## src/hdl/ara_pkg.sv

```systemverilog
// Shared constants, codes and types of the atlas rectangle allocator.
// Used by the divider, the free-rectangle cell and the top level; depends on nothing.
`default_nettype none
package ara_pkg;

    localparam int FREE_SLOTS     = 64;
    localparam int IMAGE_SLOTS    = 64;
    localparam int MAX_PAGE_COUNT = 16;

    localparam int FIDX_W  = $clog2(FREE_SLOTS);
    localparam int FCNT_W  = $clog2(FREE_SLOTS + 1);
    localparam int IIDX_W  = $clog2(IMAGE_SLOTS);
    localparam int PAGES_W = $clog2(MAX_PAGE_COUNT + 1);

    localparam int CFG_W     = 9;
    localparam int MAXP_W    = 5;
    localparam int CFG_IDX_W = 3;
    localparam int CELL_W    = 9;
    localparam int POS_W     = 8;
    localparam int PG_W      = 4;
    localparam int AREA_W    = 17;
    localparam int AGE_W     = 16;
    localparam int ID_W      = 16;
    localparam int PX_W      = 14;
    localparam int AW_W      = 15;
    localparam int OUT_PX_W  = 16;
    localparam int PROD_W    = 2 * CELL_W;

    localparam int DIV_NUM_W = 15;
    localparam int DIV_DEN_W = 9;
    localparam int DIV_CNT_W = $clog2(DIV_NUM_W);

    localparam int S_TDATA_W = 48;
    localparam int M_TDATA_W = 88;

    localparam logic [1:0] MODE_REQUEST = 2'd0;
    localparam logic [1:0] MODE_REMOVE  = 2'd1;
    localparam logic [1:0] MODE_QUERY   = 2'd2;

    localparam logic [2:0] ST_OK         = 3'd0;
    localparam logic [2:0] ST_TOO_LARGE  = 3'd1;
    localparam logic [2:0] ST_NO_SPACE   = 3'd2;
    localparam logic [2:0] ST_UNKNOWN_ID = 3'd3;
    localparam logic [2:0] ST_TABLE_FULL = 3'd4;

    localparam logic [CFG_IDX_W-1:0] CFG_CELL_W    = 3'd0;
    localparam logic [CFG_IDX_W-1:0] CFG_CELL_H    = 3'd1;
    localparam logic [CFG_IDX_W-1:0] CFG_GRID_COLS = 3'd2;
    localparam logic [CFG_IDX_W-1:0] CFG_GRID_ROWS = 3'd3;
    localparam logic [CFG_IDX_W-1:0] CFG_MAX_PAGES = 3'd4;

    typedef struct packed {
        logic [POS_W-1:0]  x;
        logic [POS_W-1:0]  y;
        logic [CELL_W-1:0] w;
        logic [CELL_W-1:0] h;
        logic [PG_W-1:0]   pg;
    } t_rect;

    // Best-fit candidate travelling down the cell chain.
    typedef struct packed {
        logic              tv;
        logic              found;
        logic [AREA_W-1:0] area;
        logic [AGE_W-1:0]  age;
        t_rect             rect;
        logic [FIDX_W-1:0] idx;
    } t_tok;

    // Write command broadcast to every cell.
    typedef struct packed {
        logic              init;
        logic              add;
        logic              clr;
        logic [FIDX_W-1:0] idx;
        t_rect             rect;
        logic [AREA_W-1:0] area;
        logic [AGE_W-1:0]  age;
    } t_wr;

    typedef struct packed {
        logic [ID_W-1:0]  id;
        logic [POS_W-1:0] cx;
        logic [POS_W-1:0] cy;
        logic [PG_W-1:0]  pg;
        logic [PX_W-1:0]  wpx;
        logic [PX_W-1:0]  hpx;
        logic             mip;
    } t_img;

    typedef enum logic [3:0] {
        S_IDLE, S_CHECK, S_DIVW, S_DIVH, S_LAUNCH, S_SCAN, S_DECIDE,
        S_SPLIT_A, S_SPLIT_B, S_COMMIT, S_FIND_RD, S_FIND_CMP,
        S_REM_DIVW, S_REM_DIVH, S_REM_ADD, S_OUT
    } t_state;

endpackage
`default_nettype wire

```

## src/hdl/ara_div.sv

```systemverilog
// Restoring divider, one quotient bit per cycle, for rounding sizes to cells.
// Depends on ara_pkg.
`default_nettype none
module ara_div (
    input  wire logic                          i_clk,
    input  wire logic                          i_rst_n,
    input  wire logic                          i_start,
    input  wire logic [ara_pkg::DIV_NUM_W-1:0] i_num,
    input  wire logic [ara_pkg::DIV_DEN_W-1:0] i_den,
    output logic                               o_done,
    output logic [ara_pkg::DIV_NUM_W-1:0]      o_quot
);
    import ara_pkg::*;

    logic                 r_busy;
    logic                 r_done;
    logic [DIV_CNT_W-1:0] r_cnt;
    logic [DIV_NUM_W-1:0] r_num;
    logic [DIV_DEN_W-1:0] r_den;
    logic [DIV_DEN_W-1:0] r_rem;
    logic [DIV_DEN_W:0]   shifted;
    logic                 ge;
    logic [DIV_DEN_W:0]   diff;

    always_comb begin
        shifted = {r_rem, r_num[DIV_NUM_W-1]};
        ge      = shifted >= {1'b0, r_den};
        diff    = shifted - {1'b0, r_den};
    end

    always_ff @(posedge i_clk) begin
        if (!i_rst_n) begin
            r_busy <= 1'b0;
            r_done <= 1'b0;
            r_cnt  <= '0;
        end else begin
            r_done <= 1'b0;
            if (i_start) begin
                r_busy <= 1'b1;
                r_cnt  <= '0;
            end else if (r_busy) begin
                r_cnt <= r_cnt + 1'b1;
                if (r_cnt == DIV_CNT_W'(DIV_NUM_W - 1)) begin
                    r_busy <= 1'b0;
                    r_done <= 1'b1;
                end
            end
        end
    end

    // The quotient bits shift into the numerator register as it empties.
    always_ff @(posedge i_clk) begin
        if (i_start) begin
            r_num <= i_num;
            r_den <= i_den;
            r_rem <= '0;
        end else if (r_busy) begin
            r_rem <= ge ? diff[DIV_DEN_W-1:0] : shifted[DIV_DEN_W-1:0];
            r_num <= {r_num[DIV_NUM_W-2:0], ge};
        end
    end

    assign o_done = r_done;
    assign o_quot = r_num;

endmodule
`default_nettype wire

```

## config.mk

```make
export PLATFORM = sky130hd
export DESIGN_NAME = ara_div
export DESIGN_NICKNAME = d
export VERILOG_FILES = /design/src/hdl/ara_pkg.sv /design/src/hdl/ara_div.sv
export SDC_FILE = /design/constraint.sdc
export NUM_CORES = 1
export LEC_CHECK = 0
export ABC_CLOCK_PERIOD_IN_PS = 3300
export BUFFER_PORTS_ARGS = -buffer_cell sky130_fd_sc_hd__buf_2
export CAP_MARGIN = 0
export CORE_ASPECT_RATIO = 0.7
export CORE_UTILIZATION = 54
export CTS_BUF_LIST = sky130_fd_sc_hd__clkbuf_16
export DETAILED_ROUTE_END_ITERATION = 10
export GPL_TIMING_DRIVEN = 0
export PLACE_DENSITY = 0.8
export SLEW_MARGIN = 20
export SYNTH_ARGS = -nofsm -noshare
export SYNTH_HDL_FRONTEND = slang
export SYNTH_SLANG_ARGS = --single-unit
```

## constraint.sdc

```tcl
create_clock -name i_clk -period 3.3 [get_ports i_clk]
set_clock_uncertainty 0.1 [all_clocks]
set_input_delay 0.495 -clock i_clk [delete_from_list [all_inputs] [get_ports i_clk]]
set_output_delay 0.495 -clock i_clk [all_outputs]
set_load 0.02 [all_outputs]
```

==> metrics.cfg <==
[run_status]
outcome=complete, no violations

[critical_path]
crit_chain=inv_1 > ha_1 > inv_1 > fa_1 > a211oi_2 > o31ai_2 > a211oi_4 > buf_6 > inv_1 > mux2_2
cp.depth=10
cp_data_required_time_ps=3230
r2r_setup_slack_ps=440
path_class=reg -> reg
max_stage_delay_ps=430
timing.critical_path.buf_inv=4
r2r_cells=10
critPathArrivalTime_ps=2800
start_kind=register
crit_family=compound AO/OA/AOI/OAI gates
crit_path_end_kind=register
crit_path_frequent_cell=inv_1
crit_fanout=10
cp_slowest_cell=edfxtp_1

[power]
finalPower_uw=1437
vdd_ir_drop_max_uv=319.7
leakage_uw=0.001076
power_density_nw_per_um2=582.7

[die]
die_area_sq_um=4001
initial_core_util_pct=56.89
rows=18
core_sq_um=3558
die_h_um=53.23
ios=43
die_w_um=75.18

[clock_network]
cts_made_buffers=5
cts_repair_resize_count=0
cts-root-buf=clkbuf_16
cts.sinks=39
cts_setup_buffers=0
cts-htree-levels=2
hold_buffers=0
path_clk_slew_ps=60
insertion_delay_ps=280
cts_tree=yes
cts.path.max_buffers=2

[placement]
port_buffers=42
dp_hpwl_mm=2.830
gp_congestion=0.7706

[synth]
ys_types=42
synth_nets=210
synth_top_area_share_pct=35.60
synth_async_sr_flop_share_pct=0
synthFlopType=edfxtp_1
yosys-top-cells-area=edfxtp_1 (36%), dfxtp_1 (15%), mux2_2 (8.3%)
synthCells=171
ys_warn_count=0
yosys_register_bits=39
ys_seq_area_share_pct=50.43
syn_avg_cell_area_sq_um=11.84
synth_top_area_cell=edfxtp_1
syn_area_sq_um=2024
synth_edf_count=24

[global_route]
track_usage_pct=23.19
grt_pass1_vias=1367
grt_overflow=0
grt_max_degree=16
antenna_found_initial=0
grt_pass1_wl_mm=6.417

[run]
max_cap_violations=0

[layout]
num-nets-final=259
area.growth.synth_to_final_pct=21.82
drive_gt1_share_pct=36.20
final_common_cell=buf_2
final_cell_mix=buf_2 (42), edfxtp_1 (24), mux2_2 (15), nor2_1 (15), dfxtp_1 (15)
diodes=0

[sta]
min_period_ps=2865
setup_viol=0
tns_ps=0
hold_viol=0
rsz0062_at_grt=no
tightest_slew_ps=566.1
timing.fmax_mhz=349.1
maxSlewHeadroom_pct=62.26
finalCritPeriodShare_pct=86.81
slew_viol_final=0

[hold_path]
hold_depth=1
min_path_type=in -> reg

[detailed_routing]
routedWlPerCell_um=14.46
wirelength_mm=3.920
vias=1407
drt_iter0_drc=49
drt-vias-per-instance=5.192
dr.pass1.iters=5
ant_nets=0
drc=0

==> layout make-up <==
| class | instances | area, sq um |
|---|---|---|
| inverter | 13 | 48.80 |
| clock inverter | 3 | 43.79 |
| timing repair buffer | 42 | 210.2 |
| sequential | 39 | 1021 |
| fill | 270 | 1092 |
| buffer | 8 | 45.04 |
| tap | 50 | 62.56 |
| multi-input combinational | 111 | 909.6 |
| clock buffer | 5 | 125.1 |
==> synthesized netlist by cell type, drive strengths merged, types with 3 or more instances <==
library cell / n
mux2i: 4
dfxtp: 15
nand4: 4
nand2: 5
mux2: 15
xor2: 5
a21o: 3
nand2b: 3
nor2: 15
clkbuf: 4
ha: 11
a21oi: 4
edfxtp: 24
a211oi: 7
inv: 13
xnor2: 4
buf: 4
==> worst paths after layout <==
kind         startpoint   endpoint
min reg2reg    r_cnt[3]     o_done
min            i_den[4]   r_den[4]
max reg2reg  o_quot[14]  o_quot[0]
max          o_quot[14]  o_quot[0]
==> kinds of logic (layout without fill, tap and decap cells) <==
logic type,Yosys count,count (layout),share of synthesized area [%]
AO/OA/AOI/OAI,28,28,11.43
XOR/XNOR,9,9,3.893
adder cells (fa/ha/maj),12,12,7.787
buffers and inverters,21,71,4.635
flip-flops,39,39,50.43
multiplexers,19,19,10.32
AND/OR/NAND/NOR,43,43,11.50
==> metal layers <==
metal / track usage (%) / routed length [um] / up-vias
li1: - / - / 726
met1: 32.16 / 1966 / 650
met2: 35.29 / 1783 / 26
met3: 6.857 / 139 / 5
met4: 6.481 / 31 / 0
met5: 0 / 0 / -
==> sequential cells by signal (all words and copies together), names as in the netlist <==
signal and cells:
r_den 9, o_quot 15, r_rem 9, r_cnt 4, r_busy 1, o_done 1
==> power breakdown <==
group | internal, uW | total [uW] | switching [uW]
logic | 133 | 302 | 168
clock network | 356 | 544 | 188
registers | 567 | 591 | 24.4
==> worst register-to-register path, stage by stage, from the launching register on <==
cell and delay (ps):
edfxtp_1 430, inv_1 90, ha_1 160, inv_1 60, fa_1 410, a211oi_2 260, o31ai_2 160, a211oi_4 400
buf_6 210, inv_1 70, mux2_2 260
==> per-stage QoR <==
stage          instances  util, %  area, sq um  setup WS (ps)  hold slack (ps)
2_1_floorplan        171        -         2024          604.7            367.2
6_report             271    69.30         2466          435.2            288.5
3_3_place_gp         263    64.56         2297          505.3            388.6
3_5_place_dp         263    64.56         2297          458.1            392.8
5_1_grt              271    69.30         2466          270.8            280.6
4_1_cts              271    69.30         2466          442.9            284.8
Power figures use the tool's default switching activity.
