<file path="src/hdl/ara_pkg.sv">
// Shared constants, codes and types of the atlas rectangle allocator.
// Used by the divider, the free-rectangle cell and the top level; depends on nothing.
`default_nettype none
package ara_pkg;

    localparam int FREE_SLOTS     = 64;
    localparam int IMAGE_SLOTS    = 64;
    localparam int MAX_PAGE_COUNT = 16;

    localparam int FIDX_W  = $clog2(FREE_SLOTS);
    localparam int FCNT_W  = $clog2(FREE_SLOTS + 1);
    localparam int IIDX_W  = $clog2(IMAGE_SLOTS);
    localparam int PAGES_W = $clog2(MAX_PAGE_COUNT + 1);

    localparam int CFG_W     = 9;
    localparam int MAXP_W    = 5;
    localparam int CFG_IDX_W = 3;
    localparam int CELL_W    = 9;
    localparam int POS_W     = 8;
    localparam int PG_W      = 4;
    localparam int AREA_W    = 17;
    localparam int AGE_W     = 16;
    localparam int ID_W      = 16;
    localparam int PX_W      = 14;
    localparam int AW_W      = 15;
    localparam int OUT_PX_W  = 16;
    localparam int PROD_W    = 2 * CELL_W;

    localparam int DIV_NUM_W = 15;
    localparam int DIV_DEN_W = 9;
    localparam int DIV_CNT_W = $clog2(DIV_NUM_W);

    localparam int S_TDATA_W = 48;
    localparam int M_TDATA_W = 88;

    localparam logic [1:0] MODE_REQUEST = 2'd0;
    localparam logic [1:0] MODE_REMOVE  = 2'd1;
    localparam logic [1:0] MODE_QUERY   = 2'd2;

    localparam logic [2:0] ST_OK         = 3'd0;
    localparam logic [2:0] ST_TOO_LARGE  = 3'd1;
    localparam logic [2:0] ST_NO_SPACE   = 3'd2;
    localparam logic [2:0] ST_UNKNOWN_ID = 3'd3;
    localparam logic [2:0] ST_TABLE_FULL = 3'd4;

    localparam logic [CFG_IDX_W-1:0] CFG_CELL_W    = 3'd0;
    localparam logic [CFG_IDX_W-1:0] CFG_CELL_H    = 3'd1;
    localparam logic [CFG_IDX_W-1:0] CFG_GRID_COLS = 3'd2;
    localparam logic [CFG_IDX_W-1:0] CFG_GRID_ROWS = 3'd3;
    localparam logic [CFG_IDX_W-1:0] CFG_MAX_PAGES = 3'd4;

    typedef struct packed {
        logic [POS_W-1:0]  x;
        logic [POS_W-1:0]  y;
        logic [CELL_W-1:0] w;
        logic [CELL_W-1:0] h;
        logic [PG_W-1:0]   pg;
    } t_rect;

    // Best-fit candidate travelling down the cell chain.
    typedef struct packed {
        logic              tv;
        logic              found;
        logic [AREA_W-1:0] area;
        logic [AGE_W-1:0]  age;
        t_rect             rect;
        logic [FIDX_W-1:0] idx;
    } t_tok;

    // Write command broadcast to every cell.
    typedef struct packed {
        logic              init;
        logic              add;
        logic              clr;
        logic [FIDX_W-1:0] idx;
        t_rect             rect;
        logic [AREA_W-1:0] area;
        logic [AGE_W-1:0]  age;
    } t_wr;

    typedef struct packed {
        logic [ID_W-1:0]  id;
        logic [POS_W-1:0] cx;
        logic [POS_W-1:0] cy;
        logic [PG_W-1:0]  pg;
        logic [PX_W-1:0]  wpx;
        logic [PX_W-1:0]  hpx;
        logic             mip;
    } t_img;

    typedef enum logic [3:0] {
        S_IDLE, S_CHECK, S_DIVW, S_DIVH, S_LAUNCH, S_SCAN, S_DECIDE,
        S_SPLIT_A, S_SPLIT_B, S_COMMIT, S_FIND_RD, S_FIND_CMP,
        S_REM_DIVW, S_REM_DIVH, S_REM_ADD, S_OUT
    } t_state;

endpackage
`default_nettype wire

</file>
<file path="src/hdl/ara_free_cell.sv">
// One free-rectangle slot plus one stage of the best-fit search chain.
// Depends on ara_pkg.
`default_nettype none
module ara_free_cell (
    input  wire logic                       i_clk,
    input  wire logic                       i_rst_n,
    input  wire logic [ara_pkg::FIDX_W-1:0] i_index,
    input  wire logic [ara_pkg::CELL_W-1:0] i_nw,
    input  wire logic [ara_pkg::CELL_W-1:0] i_nh,
    input  wire ara_pkg::t_wr               i_wr,
    input  wire ara_pkg::t_tok              i_tok,
    output ara_pkg::t_tok                   o_tok,
    output logic                            o_valid
);
    import ara_pkg::*;

    logic              r_valid;
    t_rect             r_rect;
    logic [AREA_W-1:0] r_area;
    logic [AGE_W-1:0]  r_age;
    logic              r_tv;
    t_tok              r_tok;
    logic              fits;
    logic              take;
    t_tok              n_tok;
    logic              hit;

    assign hit = (i_wr.idx == i_index);

    always_ff @(posedge i_clk) begin
        if (!i_rst_n) begin
            r_valid <= 1'b0;
            r_tv    <= 1'b0;
        end else begin
            r_tv <= i_tok.tv;
            if (i_wr.init) begin
                r_valid <= (i_index == '0);
            end else if (i_wr.add && hit) begin
                r_valid <= 1'b1;
            end else if (i_wr.clr && hit) begin
                r_valid <= 1'b0;
            end
        end
    end

    always_ff @(posedge i_clk) begin
        if (i_wr.init || (i_wr.add && hit)) begin
            r_rect <= i_wr.rect;
            r_area <= i_wr.area;
            r_age  <= i_wr.age;
        end
        r_tok <= n_tok;
    end

    // Strict compare keeps the lower slot on equal area and age.
    always_comb begin
        fits = r_valid && (r_rect.w >= i_nw) && (r_rect.h >= i_nh);
        take = fits && (!i_tok.found || (r_area < i_tok.area) ||
                        ((r_area == i_tok.area) && (r_age < i_tok.age)));
        n_tok = i_tok;
        if (take) begin
            n_tok.found = 1'b1;
            n_tok.area  = r_area;
            n_tok.age   = r_age;
            n_tok.rect  = r_rect;
            n_tok.idx   = i_index;
        end
    end

    always_comb begin
        o_tok    = r_tok;
        o_tok.tv = r_tv;
    end

    assign o_valid = r_valid;

endmodule
`default_nettype wire

</file>
<file path="config.mk">
export PLATFORM = sky130hd
export DESIGN_NAME = ara_free_cell
export DESIGN_NICKNAME = d
export VERILOG_FILES = /design/src/hdl/ara_pkg.sv /design/src/hdl/ara_free_cell.sv
export SDC_FILE = /design/constraint.sdc
export NUM_CORES = 1
export LEC_CHECK = 0
export BUFFER_PORTS_ARGS = -buffer_cell sky130_fd_sc_hd__buf_2
export CAP_MARGIN = 20
export CORE_ASPECT_RATIO = 1.5
export CORE_MARGIN = 2
export CORE_UTILIZATION = 40
export CTS_CLUSTER_DIAMETER = 200
export CTS_CLUSTER_SIZE = 40
export DETAILED_ROUTE_END_ITERATION = 8
export PLACE_DENSITY = 0.77
export SKIP_LAST_GASP = 1
export SLEW_MARGIN = 10
export SYNTH_ARGS = -nofsm -noshare
export SYNTH_HDL_FRONTEND = slang
export SYNTH_SLANG_ARGS = --single-unit
</file>
<file path="constraint.sdc">
create_clock -name i_clk -period 3.6 [get_ports i_clk]
set_input_delay 0.72 -clock i_clk [delete_from_list [all_inputs] [get_ports i_clk]]
set_output_delay 0.72 -clock i_clk [all_outputs]
set_load 0.02 [all_outputs]
</file>
==> metrics.csv <==
stage,metric,value,unit
cts,cts_sinks,151,
finish,final_util,0.550,
die,start_util,0.410,
finish,multi_input_area,2180,µm²
power,irDropWorstVdd,0.000238,V
timing,fmax,331,MHz
die,die-area,16500,µm²
global_routing,antenna_found_initial,1,
power,powerDensity,506,nW/µm²
setup_path,rr_startpoint,r_area[15],
global_routing,gr-max-usage-layer,met2,
setup_path,r2r_slack,0.58,ns
global_routing,grtUsageTotal,0.172,
status,status,finished clean,
global_routing,grt_use_met2,0.331,
timing,tns,0,ns
die,std_cell_rows,55,
finish,fillerInstances,1324,
setup_path,start_kind,flip-flop,
detailed_routing,postRouteAntennaNets,0,
yosys,syn_avg_cell_area,14.6,µm²
timing,clock_skew,0.0108,ns
timing,grt_setup_unrepaired,no,
yosys,yosys_warnings,0,
worst_hold_path,whs_path_depth,1,
timing,worstMarginPinSlew,0.502,ns
finish,drive_above_1_share,0.528,
global_routing,grtUsageMet1,0.162,
cts,htree_levels,4,
run,cap_violations,0,
global_routing,grt_pass1_vias,4478,
timing,finalHoldViolCount,0,
setup_path,worstSetupEndpointType,flip-flop,
cts,tritoncts,built,
die,die_w,106,µm
global_routing,grt_max_degree,44,
cts,cts_made_buffers,17,
worst_hold_path,hp-class,reg2reg,
power,p_leak,0.00396,µW
cts,post_cts_buffers,0,
cts,cts_resized,0,
finish,area_growth,34.3,%
detailed_routing,vias,4251,
yosys,yosysSeqAreaShare,0.602,
yosys,synth_fp_nets,661,
setup_path,critPathArrivalTime,3.32,ns
detailed_routing,first_iter_violations,89,
timing,fin_ws,0.581,ns
detailed_routing,drt_wl_total,14200,µm
worst_hold_path,hold_start,r_rect[23],
worst_hold_path,hold_end,o_tok[29],
placed_design,hpwl,11100,µm
global_routing,grt-ovfl-total,0,
yosys,yosysUniqueCellTypes,39,
timing,timing.final.crit_share,0.839,
die,core,15100,µm²
cts,clock_latency,0.41,ns
yosys,synthesis.instances,426,
setup_path,crit_type,reg2reg,
placed_design,numPortBuffers,264,
setup_path,reg2reg_to,o_tok[45],
timing,setup-violations-final,0,
detailed_routing,wire_per_inst,15.5,µm
yosys,ys_seq_elements,151,
finish,fin_nets,940,
yosys,synth_area,6200,µm²
die,ios,265,
detailed_routing,drc,0,
timing,drv_slew,0,
cts,clockBufferDepth,2,
cts,holdBufCountCts,0,
setup_path,cp.required,3.90,ns
cts,root_buffer,clkbuf_16,
setup_path,cp_max_fo,37,
detailed_routing,firstDrtPassIters,4,
timing,max_slew_margin,0.657,
placed_design,dp_slack,0.0817,ns
die,die_h,157,µm
placed_design,gp_congestion,0.791,
cts,path_clk_slew,0.06,ns
global_routing,met3_usage,0.0654,
global_routing,grt_first_pass_wirelength,21400,µm
finish,seqCellArea,3730,µm²
detailed_routing,vias_per_cell,4.63,
setup_path,rr_worst_depth,8,
timing,fin_crit,3.02,ns
-- cell type report --
cell class                      instances  share of cell area
Sequential cell                       151               0.448
Multi-Input combinational cell        215               0.261
Timing Repair Buffer                  269               0.168
Clock buffer                           20              0.0548
Tap cell                              199              0.0299
Inverter                               51              0.0230
Clock inverter                         12              0.0150
Antenna cell                            1            0.000300
-- per-stage QoR --
step	power, µW	instances	hold WS (ns)	instance area (µm²)
finish	4210	918	0.465	8330
detailed placement	2530	885	0.459	7750
global placement	2520	885	0.449	7750
global route	4400	917	0.450	8330
CTS	4270	917	0.454	8330
floorplan	2300	426	0.448	6200
-- cells in the final DEF, fill, tap and decap left out, types with 2 or more instances in the layout --
master and count:
bufinv_16 2, clkbuf_16 17, a2111oi_0 2, buf_4 2
o211ai_1 3, buf_12 3, nand2_1 8, mux2_1 3
a211oi_1 2, nor2_1 4, ha_1 50, xor2_1 2
inv_1 51, mux2_4 27, nand3_1 7, mux2_2 47
a21o_1 7, clkbuf_8 2, nor3_1 2, nand4_1 9
clkinv_4 3, clkinv_2 6, nand2b_1 3, o21ai_0 3
edfxtp_1 71, xnor2_1 4, a21oi_1 15, dfxtp_1 80
o21bai_1 2, buf_2 264
-- cells by family after synthesis --
logic type | synth area share
AO/OA/AOI/OAI | 0.0486
adder cells (fa/ha/maj) | 0.101
XOR/XNOR | 0.00847
flip-flops | 0.602
multiplexers | 0.156
AND/OR/NAND/NOR | 0.0357
buffers and inverters | 0.0484
-- worst max-delay path by stage --
stage                    start        end  slack (ns)
detailed placement   i_tok[75]  o_tok[45]        0.08
finish              r_area[15]  o_tok[45]        0.58
global route         r_area[4]  o_tok[45]        0.41
floorplan           i_index[2]   r_age[0]        0.50
global placement     i_tok[75]  o_tok[41]        0.13
CTS                 r_area[15]  o_tok[45]        0.49
-- metal layers --
metal,up-vias,part of all wire
met5,-,0.00056
met4,2,0.022
met3,23,0.080
met2,184,0.55
met1,1949,0.35
li1,2093,-
-- power breakdown --
group,switching [µW],internal (µW)
logic,261,247
clock network,669,1050
registers,48.6,1930
total,978,3240
-- cells in the mapped netlist, drive strengths merged --
| library cell | number | area [µm²] |
|---|---|---|
| dfxtp | 80 | 1600 |
| mux2 | 77 | 968 |
| edfxtp | 71 | 2130 |
| inv | 51 | 191 |
| ha | 50 | 626 |
| a21oi | 15 | 75.1 |
| buf | 9 | 109 |
| nand4 | 9 | 56.3 |
| a21o | 8 | 60.1 |
| nand2 | 8 | 30.0 |
| nand3 | 7 | 35.0 |
| nor2 | 4 | 15.0 |
| xnor2 | 4 | 35.0 |
| a2111oi | 3 | 32.5 |
| nand2b | 3 | 18.8 |
| o211ai | 3 | 22.5 |
| o21ai | 3 | 15.0 |
| a211oi | 2 | 15.0 |
| nor3 | 2 | 10.0 |
| o21bai | 2 | 15.0 |
| or4 | 2 | 18.8 |
| xor2 | 2 | 17.5 |
| a21boi | 1 | 7.51 |
| a221o | 1 | 10.0 |
| a31oi | 1 | 21.3 |
| and2 | 1 | 6.26 |
| and4 | 1 | 8.76 |
| nor2b | 1 | 6.26 |
| o2111a | 1 | 11.3 |
| o221ai | 1 | 8.76 |
| o31ai | 1 | 7.51 |
| or2 | 1 | 6.26 |
| or4b | 1 | 10.0 |
-- registers in the layout (all words and copies together) (netlist names) --
| signal | cells |
|---|---|
| o_tok | 78 |
| o_valid | 1 |
| r_age | 16 |
| r_area | 17 |
| r_rect | 38 |
| r_tv | 1 |
-- critical path, stage by stage, from the launching register on --
cell	delay, ns
edfxtp_1	0.41
ha_1	0.34
nand4_1	0.16
nor3_1	0.41
o211ai_1	0.16
or4_4	0.46
a31oi_4	0.25
buf_12	0.28
mux2_2	0.38
(Power assumes the default switching activity.)
